$ cat src/rtl/kli_pkg.sv
// Shared types, widths and codes for the keyframe linear interpolator.
package kli_pkg;

	localparam int unsigned WORD_W = 32;
	localparam int unsigned IDX_W  = 4;
	localparam int unsigned CNT_W  = 5;

	localparam logic OP_WRITE = 1'b0;
	localparam logic OP_EVAL  = 1'b1;

	localparam logic [CNT_W-1:0] KEY_COUNT_RST = CNT_W'(2);

	typedef struct packed {
		logic                     operation;
		logic [IDX_W-1:0]         key_index;
		logic signed [WORD_W-1:0] key_time;
		logic signed [WORD_W-1:0] key_value;
		logic signed [WORD_W-1:0] query_time;
	} kli_cmd_t;

	typedef struct packed {
		logic signed [WORD_W-1:0] result_value;
		logic                     write_ignored;
	} kli_result_t;

	typedef enum logic [2:0] {
		ST_IDLE,
		ST_FIRST,
		ST_LAST,
		ST_SCAN,
		ST_DIV,
		ST_MUL,
		ST_FIN
	} kli_state_t;

endpackage

$ cat src/rtl/keyframe_linear_interpolator.sv
// Keyframe table with piecewise linear evaluation; divide, multiply and final add share one adder.
//
// Command channel: a beat on cmd is taken at a clock edge with start high and busy low.
// A write beat stores one time/value key; its result comes in the next cycle, busy stays
// low, and write_ignored flags an index at or beyond the effective key count.
// An evaluate beat with two or more keys in use raises busy until its result is out;
// with fewer keys it returns zero in the next cycle. An evaluate returns the first key's
// value when the query is at or before it, else the last key's value when at or after it,
// else interpolates in the segment ending at key k; with no bracketing segment (unsorted
// keys) it ends the scan with the last key's value. The scan takes one table read per
// cycle, then FRAC_BITS+1 restoring divide steps and FRAC_BITS+1 shift-add multiply steps
// run on the same adder, then one add.
// Default 16 keys / Q16.16.
// Result channel: done is high for exactly one cycle with the beat on result; there is
// no back-pressure, the receiver must take it.
// cfg_write_en/cfg_write_data set key_count; write it only while idle.
// Reset: key_count returns to 2 and every key reads as zero (per-entry valid bits).
module keyframe_linear_interpolator #(
	parameter int unsigned MAX_KEYS  = 16,
	parameter int unsigned FRAC_BITS = 16
) (
	input  logic                                  clk,
	input  logic                                  arst_n,
	input  logic                                  cfg_write_en,
	input  logic [kli_pkg::CNT_W-1:0]             cfg_write_data,
	input  logic                                  start,
	input  kli_pkg::kli_cmd_t                     cmd,
	output logic                                  busy,
	output logic                                  done,
	output kli_pkg::kli_result_t                  result
);
	import kli_pkg::*;

	localparam int unsigned AW  = (MAX_KEYS > 1) ? $clog2(MAX_KEYS) : 1;
	localparam int unsigned NW  = $clog2(MAX_KEYS + 1);
	localparam int unsigned EW  = (NW > CNT_W) ? NW : CNT_W;
	localparam int unsigned SW  = $clog2(FRAC_BITS + 1);
	localparam int unsigned QW  = FRAC_BITS + 1;
	localparam int unsigned DW  = WORD_W + 1;
	localparam int unsigned PW  = DW + QW + 1;
	localparam logic [EW-1:0] MAX_N = EW'(MAX_KEYS);

	// table storage
	logic [WORD_W-1:0] times_mem [MAX_KEYS];
	logic [WORD_W-1:0] values_mem [MAX_KEYS];
	logic [MAX_KEYS-1:0] valid_q;
	logic signed [WORD_W-1:0] rd_time_q, rd_value_q;

	logic [CNT_W-1:0] key_count_q;
	kli_state_t state_q, state_d;

	logic signed [WORD_W-1:0] query_q, prev_t_q, prev_v_q, last_v_q, v0_q;
	logic [AW-1:0] cnt_q;
	logic [SW-1:0] step_q;
	logic [DW-1:0] r_q;
	logic [WORD_W-1:0] span_q;
	logic span_nz_q;
	logic [QW-1:0] q_q;
	logic signed [PW-1:0] acc_q;
	logic signed [DW-1:0] delta_q;

	logic done_q;
	kli_result_t result_q;

	logic [EW-1:0] eff_n;
	logic [AW-1:0] last_idx, raddr;
	logic accept, eval_ok, in_range;
	logic t_le_rd, t_ge_rd, t_ge_prev, seg_hit, at_last;
	logic signed [DW-1:0] d_diff, span_diff, v_diff;
	logic [PW-1:0] op_a, op_b, sum;
	logic cin, ge;
	logic [DW-1:0] r_next;
	logic finish;
	logic signed [WORD_W-1:0] finish_value;
	logic finish_ignored;

	assign eff_n    = (EW'(key_count_q) > MAX_N) ? MAX_N : EW'(key_count_q);
	assign last_idx = AW'(eff_n - EW'(1));
	assign accept   = start && !busy;
	assign eval_ok  = eff_n >= EW'(2);
	assign in_range = EW'(cmd.key_index) < eff_n;

	assign t_le_rd   = query_q <= rd_time_q;
	assign t_ge_rd   = query_q >= rd_time_q;
	assign t_ge_prev = query_q >= prev_t_q;
	assign seg_hit   = t_ge_prev && t_le_rd;
	assign at_last   = cnt_q == last_idx;

	assign d_diff    = {query_q[WORD_W-1], query_q} - {prev_t_q[WORD_W-1], prev_t_q};
	assign span_diff = {rd_time_q[WORD_W-1], rd_time_q} - {prev_t_q[WORD_W-1], prev_t_q};
	assign v_diff    = {rd_value_q[WORD_W-1], rd_value_q} - {prev_v_q[WORD_W-1], prev_v_q};

	// shared adder
	assign sum    = op_a + op_b + PW'(cin);
	assign ge     = !sum[PW-1] && span_nz_q;
	assign r_next = ge ? sum[DW-1:0] : r_q;

	// next state
	always_comb begin
		state_d = state_q;
		unique case (state_q)
			ST_IDLE: begin
				if (accept && cmd.operation == OP_EVAL && eval_ok) state_d = ST_FIRST;
			end
			ST_FIRST: state_d = t_le_rd ? ST_IDLE : ST_LAST;
			ST_LAST:  state_d = t_ge_rd ? ST_IDLE : ST_SCAN;
			ST_SCAN: begin
				if (seg_hit) state_d = ST_DIV;
				else if (at_last) state_d = ST_IDLE;
			end
			ST_DIV: begin
				if (step_q == '0) state_d = ST_MUL;
			end
			ST_MUL: begin
				if (step_q == '0) state_d = ST_FIN;
			end
			ST_FIN:  state_d = ST_IDLE;
			default: state_d = ST_IDLE;
		endcase
	end

	// outputs of the sequencer: read address, adder operands, finished beat
	always_comb begin
		busy           = state_q != ST_IDLE;
		raddr          = '0;
		op_a           = '0;
		op_b           = '0;
		cin            = 1'b0;
		finish         = 1'b0;
		finish_value   = '0;
		finish_ignored = 1'b0;
		unique case (state_q)
			ST_IDLE: begin
				if (accept) begin
					if (cmd.operation == OP_WRITE) begin
						finish         = 1'b1;
						finish_ignored = !in_range;
					end else if (!eval_ok) begin
						finish = 1'b1;
					end
				end
			end
			ST_FIRST: begin
				raddr = last_idx;
				if (t_le_rd) begin
					finish       = 1'b1;
					finish_value = rd_value_q;
				end
			end
			ST_LAST: begin
				raddr = AW'(1);
				if (t_ge_rd) begin
					finish       = 1'b1;
					finish_value = rd_value_q;
				end
			end
			ST_SCAN: begin
				raddr = at_last ? cnt_q : cnt_q + AW'(1);
				if (!seg_hit && at_last) begin
					finish       = 1'b1;
					finish_value = last_v_q;
				end
			end
			ST_DIV: begin
				op_a = PW'(r_q);
				op_b = ~PW'(span_q);
				cin  = 1'b1;
			end
			ST_MUL: begin
				op_a = acc_q <<< 1;
				op_b = q_q[QW-1] ? {{(PW-DW){delta_q[DW-1]}}, delta_q} : '0;
			end
			ST_FIN: begin
				op_a         = {{(PW-WORD_W){v0_q[WORD_W-1]}}, v0_q};
				op_b         = acc_q >>> FRAC_BITS;
				finish       = 1'b1;
				finish_value = sum[WORD_W-1:0];
			end
			default: ;
		endcase
	end

	// control registers
	always_ff @(posedge clk or negedge arst_n) begin
		if (!arst_n) begin
			state_q     <= ST_IDLE;
			done_q      <= 1'b0;
			key_count_q <= KEY_COUNT_RST;
			valid_q     <= '0;
		end else begin
			state_q <= state_d;
			done_q  <= finish;
			if (cfg_write_en) key_count_q <= cfg_write_data;
			if (accept && cmd.operation == OP_WRITE && in_range)
				valid_q[AW'(cmd.key_index)] <= 1'b1;
		end
	end

	// key memory, registered read; unwritten entries read as zero
	always_ff @(posedge clk) begin
		if (accept && cmd.operation == OP_WRITE && in_range) begin
			times_mem[AW'(cmd.key_index)]  <= cmd.key_time;
			values_mem[AW'(cmd.key_index)] <= cmd.key_value;
		end
		rd_time_q  <= valid_q[raddr] ? times_mem[raddr] : '0;
		rd_value_q <= valid_q[raddr] ? values_mem[raddr] : '0;
	end

	// datapath
	always_ff @(posedge clk) begin
		if (finish) begin
			result_q.result_value  <= finish_value;
			result_q.write_ignored <= finish_ignored;
		end
		unique case (state_q)
			ST_IDLE: begin
				if (accept) query_q <= cmd.query_time;
			end
			ST_FIRST: begin
				prev_t_q <= rd_time_q;
				prev_v_q <= rd_value_q;
			end
			ST_LAST: begin
				last_v_q <= rd_value_q;
				cnt_q    <= AW'(1);
			end
			ST_SCAN: begin
				if (seg_hit) begin
					r_q       <= {1'b0, d_diff[WORD_W-1:0]};
					span_q    <= span_diff[WORD_W-1:0];
					span_nz_q <= span_diff != '0;
					v0_q      <= prev_v_q;
					delta_q   <= v_diff;
					step_q    <= SW'(FRAC_BITS);
					q_q       <= '0;
				end else begin
					prev_t_q <= rd_time_q;
					prev_v_q <= rd_value_q;
					cnt_q    <= cnt_q + AW'(1);
				end
			end
			ST_DIV: begin
				q_q <= {q_q[QW-2:0], ge};
				r_q <= {r_next[DW-2:0], 1'b0};
				if (step_q == '0) begin
					step_q <= SW'(FRAC_BITS);
					acc_q  <= '0;
				end else begin
					step_q <= step_q - SW'(1);
				end
			end
			ST_MUL: begin
				acc_q  <= sum;
				q_q    <= q_q << 1;
				step_q <= step_q - SW'(1);
			end
			default: ;
		endcase
	end

	assign done   = done_q;
	assign result = result_q;

	a_done_not_busy: assert property (@(posedge clk) disable iff (!arst_n)
		done |-> !busy)
		else $error("result beat while an evaluate is still running");

	a_eval_progress: assert property (@(posedge clk) disable iff (!arst_n)
		(accept && cmd.operation == OP_EVAL) |=> (busy || done))
		else $error("evaluate beat accepted without work or result");

	a_write_zero: assert property (@(posedge clk) disable iff (!arst_n)
		(accept && cmd.operation == OP_WRITE) |=> (done && result.result_value == '0))
		else $error("write beat result missing or nonzero");

	a_scan_bound: assert property (@(posedge clk) disable iff (!arst_n)
		(state_q == ST_SCAN) |-> (cnt_q != '0 && cnt_q <= last_idx))
		else $error("segment scan index out of range");

endmodule
$ cat config.mk
export PLATFORM = sky130hd
export DESIGN_NAME = keyframe_linear_interpolator
export DESIGN_NICKNAME = d
export VERILOG_FILES = /design/src/rtl/kli_pkg.sv /design/src/rtl/keyframe_linear_interpolator.sv
export SDC_FILE = /design/constraint.sdc
export NUM_CORES = 2
export LEC_CHECK = 0
export BUFFER_PORTS_ARGS = -buffer_cell sky130_fd_sc_hd__buf_2
export CAP_MARGIN = 15
export CORE_ASPECT_RATIO = 1.2
export CORE_UTILIZATION = 50
export CTS_BUF_LIST = sky130_fd_sc_hd__clkbuf_4 sky130_fd_sc_hd__clkbuf_8 sky130_fd_sc_hd__clkbuf_16
export CTS_CLUSTER_DIAMETER = 120
export DETAILED_ROUTE_END_ITERATION = 6
export PLACE_DENSITY = 0.66
export SYNTH_ARGS = -nofsm -noshare
export SYNTH_HDL_FRONTEND = slang
export SYNTH_SLANG_ARGS = --single-unit
$ cat constraint.sdc
create_clock -name clk -period 11 [get_ports clk]
set_input_delay 1.65 -clock clk [delete_from_list [all_inputs] [get_ports clk]]
set_output_delay 1.65 -clock clk [all_outputs]
set_load 0.01 [all_outputs]
==> key figures <==
Layout
  – # fillers: ~11000
  – Share of cells above drive strength 1: a little under an eighth
  – Post-route cell area: 73800 um2
  – Sequential cell area: 43700 um2
  – P&R area growth vs syn: 11.5%
  – Net count, final: roughly 5800
  – Area occupied by multi-input gates: 20900 um2

Pwr
  – Net Sw Frac: 41.1%
  – Net switching power: 9.10 mW
  – Flop pwr share: between 30% and 40%
  – Total power: 22.2 mW
  – Leakage: 26.8 nW
  – Cell Int Power: 13.1 mW
  – Gate power share: 43.3%
  – Maximum VDD drop: 0.000424 V
  – PwrDens: ~300 nW/um2
  – Clk pwr share: 23.3%

Route
  – Vias: roughly 44000
  – Remaining DRCs: 0
  – Post-route ant nets: 0
  – Per-cell routed wire length: roughly 25 um
  – DR pass1 iterations: 6
  – 1st-iter DRT viols: 4534
  – WL final: 187000 um
  – Via/cell ratio: 5.99

Clocking
  – CTS Sinks: 1482
  – Max Root-Sink Buffers: 3
  – TritonCTS buffer count: 148
  – Post-CTS Hold Buffers: 0
  – TritonCTS clock tree: done
  – H-tree depth: 4
  – Skew-Pair Late Insertion Delay: 0.80 ns
  – Post-CTS Setup Bufs: 0
  – Post-cts resize count: 0
  – Clock-pin slew on the worst setup and hold paths: 0.06 ns
  – Root buf cell: clkbuf_16

Global route
  – Global-route wire length before repair: between 200000 and 300000 um
  – GRT overflow: 0
  – Largest net degree at the start of global routing: 157
  – All-Layer GR Usage: between 20% and 30%
  – Initial antenna violation count: 28
  – Vias in the first global route: 42632

STA
  – Fmax: 148 MHz
  – Final period util: 61.6%
  – Minimum clock period: 6.78 ns
  – Final setup viols: 0
  – Slew @ Worst Pin: between 1 and 1.5 ns
  – RSZ-0062 raised after global routing: false
  – Final slew viol count: 0
  – Fin. Hold Viols: 0
  – Clock skew: about 0.034 ns
  – Slew headroom: 21.4%
  – Total Negative Setup Slacks: 0 ns

Min path
  – Hold crit path type: reg2reg

Worst setup path
  – CP delay by family, top: compound AO/OA/AOI/OAI gates
  – Worst-path cell chain: buf_4 -> nor2b_2 -> and3_1 -> buf_4 -> a21o_1 -> a21oi_1 -> inv_1 -> ha_1 -> a21o_1 -> a21o_1 -> a21o_1 -> a211oi_1 -> o2111a_1 -> o21ai_1 -> a211oi_1 -> mux2i_4 -> buf_4 -> nand2_1 -> o211ai_1 -> o21ai_0
  – CP max stage delay: 0.80 ns
  – Crit. End Element: register
  – Critical path class: reg2reg
  – Crit path buffers/inverters: 4
  – Critical Path Start Type: register
  – Worst EP required: 11.52 ns
  – CP arrival: 7.30 ns
  – CP max-delay cell: dfrtp_1
  – Critical path fanouts, max: 56
  – Critical Path Most Common Cell: a21o_1

Logic synthesis
  – Synthesized area: 66200 um2
  – Predominant post-synthesis flop cell: edfxtp_1
  – YS warnings: 0
  – Asr flop ratio synth: 1.69%
  – Mapped Nets: 5679
  – Synth cell types: 90
  – Synthesized area per cell: 12.3 um2
  – Top cell type's share of synthesized area: 63.2%
  – Synth area leader: edfxtp_1
  – Syn Inst Count: 5380
  – Register area share after synthesis: 66.1%
  – Register bit total from synthesis: 1482
  – Dominant cells by area after synthesis: edfxtp_1 63%, nand2_1 6.8%, ha_1 3.5%, a311oi_1 2.6%, and3_1 2.0%
  – Number of synthesized flops with an enable pin: 1393

Floorplan
  – Site Rows: 145
  – Chip width: 334 um
  – Die ar.: 134000 um2
  – Die Y: around 400 um
  – # IOs: 145
  – Starting Density: 50.6%
  – Core ar.: 131000 um2

Place
  – Post-DP HPWL: 114000 um
  – Port Buffers: 144
  – DP Area: 68700 um2
  – Placer Congestion: 1.02

Run status
  – Outcome: completed

Run
  – Number of max-cap violations: 0
==> final timing paths <==
path	from	endpoint	slack (ns)	cells past startpoint
max	state_q[0]$_DFFE_PN0P_	r_q[7]$_DFFE_PP_	4.22	20
min	prev_v_q[6]$_DFFE_PP_	v0_q[6]$_DFFE_PP_	0.44	0
max reg2reg	state_q[0]$_DFFE_PN0P_	r_q[7]$_DFFE_PP_	4.22	20
min reg2reg	prev_v_q[6]$_DFFE_PP_	v0_q[6]$_DFFE_PP_	0.44	0
max in group asynchronous	arst_n	state_q[1]$_DFFE_PN0P_	9.48	1
min in group asynchronous	arst_n	key_count_q[2]$_DFFE_PN0P_	0.93	1
==> area by class of cell <==
type                    instances  area share [%]
repair buffers                222            1.82
clock inverters                61           0.929
inverters                     150           0.768
diodes                          7          0.0237
clock buffers                 214            5.90
multi-input cells            3450            28.3
flip-flops and latches       1482            59.3
well taps                    1764            2.99
==> logic make-up after synthesis <==
family                     Yosys count  synth area share (%)
and+or+nand+nor                   2142                  14.7
xor gates and xnor gates           131                  1.76
adders and majority gates          189                  3.63
buffers and inverters              448                  2.68
DFF                               1482                  66.1
muxes                               54                 0.843
AOI/OAI and AO/OA                  934                  10.3
==> power groups by stage <==
| stage | logic, mW | registers (mW) | clock network [mW] |
|---|---|---|---|
| 2_1_floorplan | 6.66 | 7.35 | 0 |
| 3_3_place_gp | 9.42 | 7.52 | 0 |
| 3_5_place_dp | 9.51 | 7.52 | 0 |
| 4_1_cts | 9.56 | 7.41 | 5.22 |
| 5_1_grt | 10.4 | 7.45 | 5.45 |
| 6_report | 9.59 | 7.42 | 5.16 |
==> synthesized netlist by cell type (80+ instances only) <==
library cell	instances
nand3_1	168
a211oi_1	81
and3_1	208
o21ai_0	113
a21oi_1	156
inv_1	149
nand2_1	1198
edfxtp_1	1393
ha_1	184
clkbuf_1	242
a31oi_1	82
a311oi_1	194
xnor2_1	80
nor2_1	277
==> cell usage in the layout (no fill, tap or decap), types with 68 or more instances in the layout <==
cell type and count:
and3_1 208, buf_2 144, buf_4 75, a21oi_1 156, nor2_1 266, nor3_2 68, nand2_1 1196, a211oi_1 81
xnor2_1 80, inv_1 146, edfxtp_1 1393, clkbuf_16 151, o21ai_0 112, nand3_1 168, a311oi_1 194, a31oi_1 82
ha_1 184
==> per-stage QoR <==
step | hold slack [ns] | instances | setup slack (ns) | util, %
3_3_place_gp | 0.429 | 7068 | 4.44 | 52.5
2_1_floorplan | 0.426 | 5380 | 2.73 | -
4_1_cts | 0.438 | 7343 | 4.33 | 56.4
6_report | 0.440 | 7350 | 4.22 | 56.4
5_1_grt | 0.446 | 7345 | 4.01 | 56.4
3_5_place_dp | 0.433 | 7068 | 4.37 | 52.5
==> registers in the layout (all words and copies together), names as in the netlist, 4 cells and up <==
register / cells
query_q: 32
acc_q: 51
prev_v_q: 32
prev_t_q: 32
r_q: 33
v0_q: 32
rd_time_q: 32
times_mem: 512
delta_q: 33
span_q: 32
result: 33
valid_q: 16
q_q: 17
last_v_q: 32
rd_value_q: 32
cnt_q: 4
step_q: 5
values_mem: 512
key_count_q: 5
==> layer usage <==
metal / routed length, um / vias up / global-route usage [%] / share of wire [%]
met4: 9400 / 30 / 13.3 / 5.0
met1: 74000 / 21873 / 35.5 / 40
met2: 90900 / 1609 / 46.0 / 49
li1: - / 20108 / - / -
met5: 191 / - / 0 / 0.10
met3: 12400 / 385 / 4.62 / 6.6
Power figures use the tool's default switching activity.
